$ cat src/hw/rtl/ppd_pkg.sv
// shared types, constants and the phase/voltage breakpoint table of the duty converter
package ppd_pkg;

  localparam int TABLE_ENTRIES = 54;
  localparam int TABLE_ROWS    = 64;
  localparam int IDX_W         = $clog2(TABLE_ROWS);
  localparam logic [IDX_W-1:0] IDX_LAST     = IDX_W'(TABLE_ENTRIES - 1);
  localparam logic [IDX_W-1:0] IDX_SCAN_END = IDX_W'(TABLE_ENTRIES - 2);

  localparam int PHASE_W = 16;
  localparam int VOLT_W  = 15;
  localparam int FRAC_W  = 24;
  localparam int COUNT_W = 16;
  localparam int FLAG_W  = 2;
  localparam int CFG_IDX_W  = 2;
  localparam int CFG_DATA_W = 24;

  localparam int DX_W   = PHASE_W + 1;        // phase difference magnitude
  localparam int NUM_W  = 32;                 // |dx * dy| magnitude
  localparam int CNT_W  = $clog2(NUM_W);      // divider step counter
  localparam int VACC_W = VOLT_W + 3;         // signed interpolated voltage
  localparam int M1_W   = VOLT_W + FRAC_W;
  localparam int M1_LO  = 20;
  localparam int M1_HI  = M1_W - M1_LO;
  localparam int SUM_W  = M1_W + COUNT_W;
  localparam int SHIFT  = 34;

  // register indexes
  localparam logic [CFG_IDX_W-1:0] REG_CEILING   = 2'd0;
  localparam logic [CFG_IDX_W-1:0] REG_FRACTION  = 2'd1;
  localparam logic [CFG_IDX_W-1:0] REG_FULLSCALE = 2'd2;

  localparam logic [VOLT_W-1:0]  CEILING_RST   = 15'd19149;
  localparam logic [FRAC_W-1:0]  FRACTION_RST  = 24'd841724;
  localparam logic [COUNT_W-1:0] FULLSCALE_RST = 16'd1024;

  // range codes
  localparam logic [FLAG_W-1:0] RANGE_INTERP = 2'd0;
  localparam logic [FLAG_W-1:0] RANGE_BELOW  = 2'd1;
  localparam logic [FLAG_W-1:0] RANGE_ABOVE  = 2'd2;

  localparam logic signed [PHASE_W-1:0] PHASE_TAB [TABLE_ROWS] = '{
    -16'sd21055, -16'sd20755, -16'sd20650, -16'sd20308,
    -16'sd20093, -16'sd19720, -16'sd19231, -16'sd18279,
    -16'sd16098, -16'sd15944, -16'sd15432, -16'sd14044,
    -16'sd12954, -16'sd10200, -16'sd7385,  -16'sd454,
    16'sd5868,  16'sd7247,  16'sd10837, 16'sd12569, 16'sd14164, 16'sd15140, 16'sd16465, 16'sd16880,
    16'sd17581, 16'sd17784, 16'sd18471, 16'sd18748, 16'sd19061, 16'sd19189, 16'sd19444, 16'sd19536,
    16'sd19728, 16'sd19807, 16'sd19993, 16'sd20030, 16'sd20173, 16'sd20226, 16'sd20332, 16'sd20419,
    16'sd20446, 16'sd20615, 16'sd20639, 16'sd20744, 16'sd20787, 16'sd20820, 16'sd20908, 16'sd20930,
    16'sd20995, 16'sd21027, 16'sd21005, 16'sd21034, 16'sd21040, 16'sd21055,
    16'sd21055, 16'sd21055, 16'sd21055, 16'sd21055, 16'sd21055,
    16'sd21055, 16'sd21055, 16'sd21055, 16'sd21055, 16'sd21055
  };

  localparam logic [VOLT_W-1:0] VOLT_TAB [TABLE_ROWS] = '{
    15'd0,     15'd1024,  15'd2048,  15'd3072,  15'd4096,  15'd5120,  15'd6144,  15'd7168,
    15'd8192,  15'd8294,  15'd8397,  15'd8704,  15'd8909,  15'd9216,  15'd9421,  15'd9728,
    15'd9933,  15'd10035, 15'd10240, 15'd10445, 15'd10752, 15'd10957, 15'd11264, 15'd11469,
    15'd11776, 15'd11981, 15'd12288, 15'd12493, 15'd12800, 15'd13005, 15'd13312, 15'd13517,
    15'd13824, 15'd14029, 15'd14336, 15'd14541, 15'd14848, 15'd15053, 15'd15360, 15'd15565,
    15'd15872, 15'd16077, 15'd16384, 15'd16589, 15'd16896, 15'd17101, 15'd17408, 15'd17613,
    15'd17920, 15'd18125, 15'd18432, 15'd18637, 15'd18944, 15'd19149,
    15'd19149, 15'd19149, 15'd19149, 15'd19149, 15'd19149,
    15'd19149, 15'd19149, 15'd19149, 15'd19149, 15'd19149
  };

  typedef enum logic [3:0] {
    S_IDLE, S_CHECK, S_SCAN, S_PREP, S_DIV, S_FIXUP,
    S_CLAMP, S_MUL1, S_MUL2, S_MUL3, S_FINISH
  } ppd_state_t;

  typedef struct packed {
    logic load;
    logic check;
    logic scan;
    logic prep;
    logic div_step;
    logic fixup;
    logic clamp;
    logic mul1;
    logic mul2;
    logic mul3;
    logic out_load;
  } ppd_cmd_t;

  typedef struct packed {
    logic edge_hit;   // phase at or beyond either end of the table
    logic match;
    logic scan_last;
    logic den_zero;
    logic div_last;
  } ppd_status_t;

endpackage

$ cat src/hw/rtl/ppd_ctrl.sv
// sequencing state machine of the duty converter
module ppd_ctrl import ppd_pkg::*; (
  input  logic        clk,
  input  logic        rst_n,
  input  logic        in_valid,
  output logic        in_ready,
  output logic        out_valid,
  input  logic        out_ready,
  input  ppd_status_t st,
  output ppd_cmd_t    cmd
);

  ppd_state_t state_r, state_nxt;
  logic       out_valid_r, out_valid_nxt;
  logic       slot_free;

  assign slot_free = !out_valid_r || out_ready;

  always_comb begin
    state_nxt = state_r;
    unique case (state_r)
      S_IDLE:   if (in_valid) state_nxt = S_CHECK;
      S_CHECK:  state_nxt = st.edge_hit ? S_CLAMP : S_SCAN;
      S_SCAN: begin
        priority if (st.match)     state_nxt = S_PREP;
        else if (st.scan_last)     state_nxt = S_CLAMP;
        else                       state_nxt = S_SCAN;
      end
      S_PREP:   state_nxt = st.den_zero ? S_CLAMP : S_DIV;
      S_DIV:    if (st.div_last) state_nxt = S_FIXUP;
      S_FIXUP:  state_nxt = S_CLAMP;
      S_CLAMP:  state_nxt = S_MUL1;
      S_MUL1:   state_nxt = S_MUL2;
      S_MUL2:   state_nxt = S_MUL3;
      S_MUL3:   state_nxt = S_FINISH;
      S_FINISH: if (slot_free) state_nxt = S_IDLE;
      default:  state_nxt = S_IDLE;
    endcase
  end

  always_comb begin
    cmd      = '0;
    in_ready = 1'b0;
    unique case (state_r)
      S_IDLE: begin
        in_ready = 1'b1;
        cmd.load = in_valid;
      end
      S_CHECK:  cmd.check    = 1'b1;
      S_SCAN:   cmd.scan     = 1'b1;
      S_PREP:   cmd.prep     = 1'b1;
      S_DIV:    cmd.div_step = 1'b1;
      S_FIXUP:  cmd.fixup    = 1'b1;
      S_CLAMP:  cmd.clamp    = 1'b1;
      S_MUL1:   cmd.mul1     = 1'b1;
      S_MUL2:   cmd.mul2     = 1'b1;
      S_MUL3:   cmd.mul3     = 1'b1;
      S_FINISH: cmd.out_load = slot_free;
      default:  cmd          = '0;
    endcase
  end

  assign out_valid_nxt = (out_valid_r && !out_ready) || cmd.out_load;
  assign out_valid     = out_valid_r;

  always_ff @(posedge clk) begin
    if (!rst_n) begin
      state_r     <= S_IDLE;
      out_valid_r <= 1'b0;
    end else begin
      state_r     <= state_nxt;
      out_valid_r <= out_valid_nxt;
    end
  end

endmodule

$ cat src/hw/rtl/ppd_dpath.sv
// datapath: config registers, table scan, serial divider, scaling multipliers, result register
module ppd_dpath import ppd_pkg::*; (
  input  logic                      clk,
  input  logic                      rst_n,
  input  ppd_cmd_t                  cmd,
  output ppd_status_t               st,
  input  logic                      cfg_we,
  input  logic [CFG_IDX_W-1:0]      cfg_index,
  input  logic [CFG_DATA_W-1:0]     cfg_data,
  input  logic signed [PHASE_W-1:0] in_phase,
  output logic [VOLT_W-1:0]         out_voltage,
  output logic [COUNT_W-1:0]        out_duty_count,
  output logic [FLAG_W-1:0]         out_range_flag
);

  logic [VOLT_W-1:0]  ceiling_r;
  logic [FRAC_W-1:0]  fraction_r;
  logic [COUNT_W-1:0] fullscale_r;

  logic signed [PHASE_W-1:0] phase_r;
  logic [IDX_W-1:0]          idx_r;
  logic signed [VACC_W-1:0]  vacc_r;
  logic [FLAG_W-1:0]         flag_r;
  logic [VOLT_W-1:0]         ybase_r;
  logic                      neg_r;
  logic [DX_W-1:0]           den_r;
  logic [NUM_W-1:0]          quo_r;
  logic [DX_W-1:0]           rem_r;
  logic [CNT_W-1:0]          cnt_r;
  logic [VOLT_W-1:0]         vclamp_r;
  logic [M1_W-1:0]           m1_r;
  logic [M1_LO+COUNT_W-1:0]  plo_r;
  logic [M1_HI+COUNT_W-1:0]  phi_r;

  logic signed [PHASE_W-1:0] x_lo, x_hi;
  logic [VOLT_W-1:0]         y_lo, y_hi;
  logic [IDX_W-1:0]          idx_hi;

  logic signed [DX_W:0]          dx_s, den_s;
  logic signed [VOLT_W:0]        dy;
  logic signed [DX_W+VOLT_W+1:0] prod;
  logic [NUM_W-1:0]              mag;
  logic [DX_W:0]                 shifted;
  logic                          fits;
  logic signed [VOLT_W+1:0]      qs;
  logic signed [VACC_W-1:0]      vfix;
  logic [SUM_W-1:0]              total;
  logic [SUM_W-SHIFT-1:0]        count;
  logic [COUNT_W-1:0]            duty;

  // configuration
  always_ff @(posedge clk) begin
    if (!rst_n) begin
      ceiling_r   <= CEILING_RST;
      fraction_r  <= FRACTION_RST;
      fullscale_r <= FULLSCALE_RST;
    end else if (cfg_we) begin
      unique case (cfg_index)
        REG_CEILING:   ceiling_r   <= cfg_data[VOLT_W-1:0];
        REG_FRACTION:  fraction_r  <= cfg_data[FRAC_W-1:0];
        REG_FULLSCALE: fullscale_r <= cfg_data[COUNT_W-1:0];
        default:       ;
      endcase
    end
  end

  assign idx_hi = idx_r + IDX_W'(1);
  assign x_lo   = PHASE_TAB[idx_r];
  assign x_hi   = PHASE_TAB[idx_hi];
  assign y_lo   = VOLT_TAB[idx_r];
  assign y_hi   = VOLT_TAB[idx_hi];

  assign st.edge_hit  = (phase_r <= PHASE_TAB[0]) || (phase_r >= PHASE_TAB[IDX_LAST]);
  assign st.match     = (phase_r >= x_lo) && (phase_r <= x_hi);
  assign st.scan_last = (idx_r == IDX_SCAN_END);
  assign st.den_zero  = (x_hi == x_lo);
  assign st.div_last  = (cnt_r == '0);

  // interval set-up: dx is never negative on a matching interval
  assign dx_s  = (DX_W+1)'(phase_r) - (DX_W+1)'(x_lo);
  assign den_s = (DX_W+1)'(x_hi) - (DX_W+1)'(x_lo);
  assign dy    = $signed({1'b0, y_hi}) - $signed({1'b0, y_lo});
  assign prod  = (DX_W+VOLT_W+2)'(dx_s) * (DX_W+VOLT_W+2)'(dy);
  assign mag   = prod[DX_W+VOLT_W+1] ? NUM_W'(-prod) : NUM_W'(prod);

  // restoring divide step
  assign shifted = {rem_r, quo_r[NUM_W-1]};
  assign fits    = shifted >= {1'b0, den_r};

  // quotient magnitude never exceeds |dy|
  assign qs   = neg_r ? -$signed({1'b0, quo_r[VOLT_W:0]}) : $signed({1'b0, quo_r[VOLT_W:0]});
  assign vfix = $signed({3'b000, ybase_r}) + VACC_W'(qs);

  always_ff @(posedge clk) begin
    if (cmd.load) begin
      phase_r <= in_phase;
      idx_r   <= '0;
    end
    if (cmd.check) begin
      priority if (phase_r <= PHASE_TAB[0]) begin
        vacc_r <= VACC_W'(VOLT_TAB[0]);
        flag_r <= RANGE_BELOW;
      end else if (phase_r >= PHASE_TAB[IDX_LAST]) begin
        vacc_r <= VACC_W'(VOLT_TAB[IDX_LAST]);
        flag_r <= RANGE_ABOVE;
      end else begin
        flag_r <= RANGE_INTERP;
      end
    end
    if (cmd.scan && !st.match) begin
      // no interval found falls back to the last entry
      if (st.scan_last) vacc_r <= VACC_W'(VOLT_TAB[IDX_LAST]);
      else              idx_r  <= idx_hi;
    end
    if (cmd.prep) begin
      vacc_r  <= VACC_W'(y_lo);
      ybase_r <= y_lo;
      neg_r   <= prod[DX_W+VOLT_W+1];
      den_r   <= den_s[DX_W-1:0];
      quo_r   <= mag;
      rem_r   <= '0;
      cnt_r   <= CNT_W'(NUM_W - 1);
    end
    if (cmd.div_step) begin
      rem_r <= fits ? DX_W'(shifted - {1'b0, den_r}) : shifted[DX_W-1:0];
      quo_r <= {quo_r[NUM_W-2:0], fits};
      cnt_r <= cnt_r - CNT_W'(1);
    end
    if (cmd.fixup) vacc_r <= vfix;
    if (cmd.clamp) begin
      priority if (vacc_r < 0)                           vclamp_r <= '0;
      else if (vacc_r > $signed({3'b000, ceiling_r}))    vclamp_r <= ceiling_r;
      else                                               vclamp_r <= vacc_r[VOLT_W-1:0];
    end
    if (cmd.mul1) m1_r  <= M1_W'(vclamp_r) * M1_W'(fraction_r);
    if (cmd.mul2) plo_r <= (M1_LO+COUNT_W)'(m1_r[M1_LO-1:0]) * (M1_LO+COUNT_W)'(fullscale_r);
    if (cmd.mul3) phi_r <= (M1_HI+COUNT_W)'(m1_r[M1_W-1:M1_LO]) * (M1_HI+COUNT_W)'(fullscale_r);
  end

  assign total = {phi_r, {M1_LO{1'b0}}} + SUM_W'(plo_r);
  assign count = total[SUM_W-1:SHIFT];
  assign duty  = (count > (SUM_W-SHIFT)'(fullscale_r)) ? fullscale_r : count[COUNT_W-1:0];

  // result register
  always_ff @(posedge clk) begin
    if (cmd.out_load) begin
      out_voltage    <= vclamp_r;
      out_duty_count <= duty;
      out_range_flag <= flag_r;
    end
  end

endmodule

$ cat src/hw/rtl/phase_to_pwm_duty_converter.sv
// top level of the phase to pwm duty converter
//
//  channel  | handshake             | payload
//  ---------+-----------------------+-------------------------------------------
//  in       | in_valid / in_ready   | in_phase (s16, 1/128 deg)
//  out      | out_valid / out_ready | out_voltage, out_duty_count, out_range_flag
//  cfg      | cfg_valid / cfg_ready | cfg_index (2b), cfg_data (24b)
//
// an item whose phase lies at or beyond either table end skips the scan and the divider;
// inside the table it passes the one-entry-a-cycle table scan, over interval numbers up to
// 52, and once an interval matches the one-bit-a-cycle restoring divider
// one item at a time; the next item is taken once the last one sits in the result register
// a stalled result holds the block before its result load, cfg writes are always taken
// synchronous active-low reset restores the register defaults and empties the result stage
module phase_to_pwm_duty_converter import ppd_pkg::*; (
  input  logic                      clk,
  input  logic                      rst_n,
  input  logic                      in_valid,
  output logic                      in_ready,
  input  logic signed [PHASE_W-1:0] in_phase,
  output logic                      out_valid,
  input  logic                      out_ready,
  output logic [VOLT_W-1:0]         out_voltage,
  output logic [COUNT_W-1:0]        out_duty_count,
  output logic [FLAG_W-1:0]         out_range_flag,
  input  logic                      cfg_valid,
  output logic                      cfg_ready,
  input  logic [CFG_IDX_W-1:0]      cfg_index,
  input  logic [CFG_DATA_W-1:0]     cfg_data
);

  ppd_cmd_t    cmd;
  ppd_status_t st;

  assign cfg_ready = 1'b1;

  ppd_ctrl u_ctrl (
    .clk       (clk),
    .rst_n     (rst_n),
    .in_valid  (in_valid),
    .in_ready  (in_ready),
    .out_valid (out_valid),
    .out_ready (out_ready),
    .st        (st),
    .cmd       (cmd)
  );

  ppd_dpath u_dpath (
    .clk            (clk),
    .rst_n          (rst_n),
    .cmd            (cmd),
    .st             (st),
    .cfg_we         (cfg_valid),
    .cfg_index      (cfg_index),
    .cfg_data       (cfg_data),
    .in_phase       (in_phase),
    .out_voltage    (out_voltage),
    .out_duty_count (out_duty_count),
    .out_range_flag (out_range_flag)
  );

endmodule
$ cat config.mk
export PLATFORM = sky130hd
export DESIGN_NAME = phase_to_pwm_duty_converter
export DESIGN_NICKNAME = d
export VERILOG_FILES = /design/src/hw/rtl/ppd_pkg.sv /design/src/hw/rtl/ppd_ctrl.sv /design/src/hw/rtl/ppd_dpath.sv /design/src/hw/rtl/phase_to_pwm_duty_converter.sv
export SDC_FILE = /design/constraint.sdc
export NUM_CORES = 2
export LEC_CHECK = 0
export BUFFER_PORTS_ARGS = -buffer_cell sky130_fd_sc_hd__buf_2
export CORE_ASPECT_RATIO = 0.5
export CORE_MARGIN = 10
export CORE_UTILIZATION = 60
export CTS_BUF_LIST = sky130_fd_sc_hd__clkbuf_8 sky130_fd_sc_hd__clkbuf_16
export DETAILED_ROUTE_END_ITERATION = 10
export GPL_ROUTABILITY_DRIVEN = 0
export PLACE_DENSITY = 0.81
export SYNTH_ARGS = -nofsm -noshare
export SYNTH_HDL_FRONTEND = slang
export SYNTH_SLANG_ARGS = --single-unit
$ cat constraint.sdc
create_clock -name clk -period 10.77 [get_ports clk]
set_clock_uncertainty 0.1 [all_clocks]
set_input_delay 1.6155 -clock clk [delete_from_list [all_inputs] [get_ports clk]]
set_output_delay 1.6155 -clock clk [all_outputs]
set_load 0.01 [all_outputs]
## Yosys cells after proc, flatten, opt, wreduce, memory -nomap -nowiden

Memories as Yosys holds them, arrays and structs flattened.
Cells that the tools add are included.

- $add $sub $neg: 10
- $mul: 4
- $lt $le $gt $ge: 10
- Equal/unequal tests: 17
- Multiplexer cells: 50
- Bitwise logic cells: 2
- Reductions and logical operators: 17

Operator list:

| kind | number |
|---|---|
| $mux 18 | 7 |
| $mux 32 | 3 |
| $mux 16 | 5 |
| $mux 15 | 5 |
| $mux 17 | 4 |
| $add 55x36->55 | 1 |
| $pmux 4 s11 | 1 |
| $mul 15x24->39 | 1 |
| $mul 20x16->36 | 1 |
| $mul 19x16->35 | 1 |
| $sub 16x16->17 | 2 |
| $mul 17x16->33 | 1 |
| $neg 32->32 | 1 |
| $gt 21x16->1 | 1 |
| $add 16x17->18 | 1 |
| $ge 18x17->1 | 1 |
| $gt 18x16->1 | 1 |
| $lt 18x1->1 const B | 1 |
| $mux 6 | 3 |
| $neg 16->17 | 1 |
| $sub 17x17->17 | 1 |
| $eq 16x16->1 | 1 |
| $eq 4x3->1 const B | 4 |
| $ge 16x16->1 | 1 |
| 30 further kinds | 61 |

- Flip-flop bits (word level): 347
- Memory bits (read-only): 3968
- Input port bits: 47
- Output and inout port bits: 36
- Memories: 4

Memories:

| memory | words | width | rd ports | clocked after memory_dff | write ports | RTL line | RTL |
|---|---|---|---|---|---|---|---|
| (name not given) | 64 | 16 | 1 | 0 | 0 | ppd_dpath.sv:68 | `assign x_lo = PHASE_TAB[idx_r];` |
| (name not given) | 64 | 16 | 1 | 0 | 0 | ppd_dpath.sv:69 | `assign x_hi = PHASE_TAB[idx_hi];` |
| (name not given) | 64 | 15 | 1 | 0 | 0 | ppd_dpath.sv:71 | `assign y_hi = VOLT_TAB[idx_hi];` |
| (name not given) | 64 | 15 | 1 | 0 | 0 | ppd_dpath.sv:70 | `assign y_lo = VOLT_TAB[idx_r];` |

## Longest topological paths before layout

- Word-level depth: 12
- Gate-level depth with buffers: 52
- Mapped depth without buffers: 46

## Hierarchy

From an unflattened synthesis, not the netlist that was laid out.

- Cells, all modules: 6942
- Area total of the unflattened synthesis: 61964.4 µm²

Modules (own cells, without submodules):

| module | instances | cells an instance | area each (µm²) | sequential area each (µm²) |
|---|---|---|---|---|
| ppd_dpath | 1 | 6890 | 61575.3 | 8758.4 |
| ppd_ctrl | 1 | 50 | 377.9 | 100.1 |
| phase_to_pwm_duty_converter | 1 | 2 | 11.3 | 0.0 |

## Worst setup path before layout

No wires, ideal clock.

- Path kind: reg-to-reg
- Start: register u_dpath.idx_r[1]
- End: register u_dpath.quo_r[31], data pin
- Data arrival time: 11040 ps
- Required time: 10402 ps
- Setup slack: -638 ps
- Cell stages (with the launch flop): 48
- Buffers on the path: 6
- Period minus slack after synthesis: 11408 ps
- Cell sequence: dfxtp_1 -> ha_1 -> clkbuf_1 -> inv_1 -> ha_1 -> clkbuf_1 -> clkbuf_1 -> clkbuf_1 -> nand3_1 -> a21oi_1 -> nor2_1 -> o21ai_0 -> ha_1 -> inv_1 -> fa_1 -> a41o_1 -> a21o_1 -> a21o_1 -> [... 12 more ...] -> fa_1 -> fa_1 -> inv_1 -> fa_1 -> inv_1 -> ha_1 -> buf_6 -> a21oi_2 -> o21ai_1 -> a2111oi_2 -> and3_4 -> nor2_1 -> xnor2_1 -> o221ai_2 -> or4_4 -> o41ai_2 -> xnor2_1 -> a21oi_1

- Longest elaborated chain between the ends: 11
- Elaborated cells between the ends (all ways): 19
- Classes of those cells: add/sub (4); mul (1); mux (9); bitwise (2); memory (3)

RTL lines:

| element | RTL line | RTL |
|---|---|---|
| from (decl) | ppd_dpath.sv:21 | `logic [IDX_W-1:0] idx_r;` |
| from (signal assigned) | ppd_dpath.sv:113 | `else idx_r <= idx_hi;` |
| $add 6x1->6 | ppd_dpath.sv:67 | `assign idx_hi = idx_r + IDX_W'(1);` |
| $not 6->7 (not written as such) | ppd_dpath.sv:71 |  |
| $mem_v2 64x15 | -- |  |
| $mux 15 (not written as such) (2 in a row) | ppd_dpath.sv:71 |  |
| $sub 15x15->16 | ppd_dpath.sv:82 | `assign dy = $signed({1'b0, y_hi}) - $signed({1'b0, y_lo});` |
| $mul 17x16->33 (*) | ppd_dpath.sv:83 | `assign prod = (DX_W+VOLT_W+2)'(dx_s) * (DX_W+VOLT_W+2)'(dy);` |
| $neg 32->32 | ppd_dpath.sv:84 | `assign mag = prod[DX_W+VOLT_W+1] ? NUM_W'(-prod) : NUM_W'(prod);` |
| $mux 32 (*) | ppd_dpath.sv:84 |  |
| $mux 32 (*) | ppd_dpath.sv:115 | `if (cmd.prep) begin` |
| $mux 32 (*) | ppd_dpath.sv:124 | `if (cmd.div_step) begin` |
| to (signal assigned) | ppd_dpath.sv:120 | `quo_r <= mag;` |
| to (signal assigned) | ppd_dpath.sv:126 | `quo_r <= {quo_r[NUM_W-2:0], fits};` |
| to (decl) | ppd_dpath.sv:27 | `logic [NUM_W-1:0] quo_r;` |

Mark *: on every way between the ends. The rest lies on a longest branch, timed or not. The select of a mux whose other input is x is not followed.
A chain may end at the register's enable or synchronous reset.

## Worst setup path in the final report

- Start: register u_dpath.idx_r[1]
- End: register u_dpath.quo_r[7], data pin

Same word-level chain as after synthesis.

==> results.toml <==
[sta]
final_max_slew_viol_count = 0
worst_pin_slew_ps = 1230
timing.fmax_mhz = 95.1
fin_crit_ps = 10510
setup_violations = 0
worst_slack_ps = 259
timing.final.hold_violations = 0
fin_crit_sh_pct = 97.6
slew_headroom_pct = 17.7

[global_route]
grt_max_degree = 50
grt_pass1_vias = 50594
grt_usage_pct = 27.7
gr-total-overflow = 0
grt_pass1_wl_um = 263000
antenna_found_initial = 8

[job]
drv_cap = 0

[cts]
cts_root_buf = "clkbuf_16"
cts_max_level = 2
clk_path_buf_depth = 3
clk_latency_ps = 590
cts.clk_slew.worst_paths_ps = 70
tritoncts = "built"
clock-sinks = 323
cts_buffers = 36

[floorplanning]
dieArea_um2 = 116000
rows = 82
die_w_um = 472
io_pins = 83
fp.coreArea_um2 = 101000
die_h_um = 246
start_util_pct = 60.9

[worst_setup_path]
crit_fanout = 19
cp.required_ps = 10980
r2r-start = "u_dpath.idx_r[1]$_DFF_P_"
r2r_cells = 43
crit_path_top_delay_cell = "fa_2"
path_depth = 43
crit_type = "reg -> reg"
critPathCaptureType = "flop"
crit_path_end = "u_dpath.quo_r[7]$_DFFE_PP_"
reg2reg_to = "u_dpath.quo_r[7]$_DFFE_PP_"
critPathArrivalTime_ps = 10720
cp-startpoint = "u_dpath.idx_r[1]$_DFF_P_"
crit_path_max_incr_delay_ps = 590
cp_top_family = "adder cells"
start_kind = "flop"
critical_path_buf_inv_count = 8
rrSetupSlack_ps = 260

[synth]
syn-mean-instance-area_um2 = 8.94
synthArstFlopShare_pct = 0
ys_ff_latch = 323
yosysUniqueCellTypes = 101
syn_nets = 8525
ys_warn_count = 0
syn-instance-count = 6869
ys_seq_area_share_pct = 14.4
synth_edf_count = 239
syn_area_um2 = 61400
synth_ff_type = "edfxtp_1"

[cells_and_area]
syn2layout_area_growth_pct = 6.94
drive_gt1_share_pct = 7.28
final_nets = 8535
fillers = 7954

[placed_design]
pre_cts_ws_ps = -21.4
port_buffers = 81
detailed_place_hpwl_um = 125000

[outcome]
status = "complete, no violations"

[min_path]
min_from = "u_dpath.ceiling_r[1]$_SDFFE_PN0P_"
hold_path_class = "reg -> reg"
holdPathStages = 2

[drt]
drt_iter0_drc = 4552
drtPass1Iterations = 9
routed_wl_um = 162000
vias = 48856
ant_nets = 0
via_per_inst = 5.92
drc = 0
wl_per_cell_um = 19.7
## cell families after synthesis
family / count (synthesis) / share of synthesized area, %
other: 1 / 0.00611
buffers and inverters: 1536 / 9.48
DFF: 323 / 14.4
adders and majority gates: 1609 / 45.6
AOI/OAI and AO/OA: 885 / 9.25
and+or+nand+nor: 2217 / 16.8
muxes: 37 / 0.650
xor gates and xnor gates: 261 / 3.72
## sequential cells by signal, indices dropped and copies added (netlist names), 5 cells and up
signal,flops
u_dpath.plo_r,16
u_dpath.vclamp_r,15
u_dpath.ybase_r,11
u_dpath.idx_r,6
u_dpath.cnt_r,5
u_dpath.m1_r,39
u_dpath.out_voltage,15
u_dpath.ceiling_r,15
u_dpath.rem_r,17
u_dpath.phase_r,16
u_dpath.phi_r,35
u_dpath.out_duty_count,16
u_dpath.fraction_r,24
u_dpath.quo_r,32
u_dpath.fullscale_r,16
u_dpath.vacc_r,18
u_dpath.den_r,17
## area by class of cell
| type | count | area (um2) | share of cell area (%) |
|---|---|---|---|
| repair buffers | 284 | 2040 | 3.11 |
| inverters | 1224 | 4610 | 7.02 |
| diodes | 4 | 10.0 | 0.0152 |
| flip-flops and latches | 323 | 8870 | 13.5 |
| well taps | 1344 | 1680 | 2.56 |
| multi-input cells | 5010 | 47300 | 72.0 |
| clock inverters | 22 | 180 | 0.274 |
| clock buffers | 42 | 1020 | 1.55 |
## cells in the mapped netlist, types with 8 or more instances
cell,n,area share (%)
xnor2_1,177,2.5
ha_1,558,11
o21bai_1,28,0.34
nand3b_1,21,0.26
o211ai_1,24,0.29
nand3_1,82,0.67
nand4_1,40,0.41
edfxtp_1,239,12
o41ai_1,9,0.13
a221oi_1,8,0.11
o221ai_1,9,0.13
xor2_1,84,1.2
nand2_1,1055,6.4
fa_1,1051,34
a21oi_1,255,2.1
mux2i_1,23,0.37
a41o_1,8,0.13
o21a_1,30,0.37
and3_1,19,0.19
a211o_1,11,0.16
nor4_1,9,0.092
a221o_1,9,0.15
o21ai_1,11,0.090
a21o_1,94,1.1
nor2b_1,48,0.49
or3_1,19,0.19
buf_1,12,0.073
dfxtp_1,84,2.7
a21boi_0,12,0.15
nand2b_1,32,0.33
nor2_1,348,2.1
a31oi_1,26,0.26
o31ai_1,14,0.17
o21ai_0,207,1.7
a211oi_1,25,0.31
clkbuf_1,285,1.7
mux2_2,13,0.24
inv_1,1216,7.4
nor3_1,52,0.42
a22oi_1,10,0.12
a31o_2,9,0.13
o22ai_1,14,0.14
and2_1,442,4.5
or2_2,12,0.12
## cells in the final DEF, fill, tap and decap left out, types with 19 or more instances in the layout
cell,count
nand2b_1,32
or3_1,19
clkbuf_16,39
a21o_1,94
and2_1,442
nand3_1,80
xnor2_1,164
buf_2,81
nor2b_1,47
edfxtp_1,239
o21a_1,29
o21bai_1,28
dfxtp_1,80
buf_4,189
a31oi_1,26
nor2_1,340
nand2_1,1052
nand4_1,40
inv_1,1218
o21ai_0,198
a211oi_1,24
a21oi_1,245
nand3b_1,21
nor3_1,49
fa_1,1046
mux2i_1,23
xor2_1,80
ha_1,540
o211ai_1,24
## per-layer routing
metal | part of all wire, % | vias up | track usage [%]
li1 | - | 21650 | -
met1 | 37 | 24031 | 34.3
met2 | 47 | 2498 | 46.0
met3 | 10 | 669 | 6.25
met4 | 5.6 | 8 | 13.8
met5 | 0.039 | - | 0
## worst reg2reg max path: cells and delay by family (launching register included)
| kind | cells | cell delay (ps) |
|---|---|---|
| AOI/OAI and AO/OA | 18 | 3510 |
| DFF | 1 | 380 |
| xor gates and xnor gates | 3 | 580 |
| buffers and inverters | 8 | 970 |
| adders and majority gates | 10 | 4060 |
| and+or+nand+nor | 4 | 640 |
## worst min-delay path by stage
stage	endpoint	slack, ps
6_report	u_dpath.ceiling_r[1]$_SDFFE_PN0P_	370
5_1_grt	u_dpath.ceiling_r[1]$_SDFFE_PN0P_	380
4_1_cts	u_dpath.ceiling_r[1]$_SDFFE_PN0P_	360
3_5_place_dp	u_dpath.ceiling_r[1]$_SDFFE_PN0P_	350
3_3_place_gp	u_dpath.ceiling_r[1]$_SDFFE_PN0P_	340
2_1_floorplan	u_dpath.out_range_flag[0]$_DFFE_PP_	300
## per-stage QoR
step	TNS (ps)	instances	util, %	instance area, um2	hold slack [ps]
2_1_floorplan	0	6869	-	61500	300
3_3_place_gp	0	8164	63.3	63800	344
3_5_place_dp	-24.7	8164	63.3	63800	352
4_1_cts	0	8228	64.5	65000	363
5_1_grt	-1340	8252	65.1	65700	377
6_report	0	8253	65.1	65700	367
## timing repair
action                     in CTS  in global routing
pin swaps                       1                 39
setup endpoints to repair       7                 32
hold endpoints to repair        0                  0
gates resized for setup         7                112
hold buffers                    0                  0
buffers inserted                0                 21
Power is not shown: default switching activity piles up to over one toggle a cycle in this logic, so the estimate is an artifact.
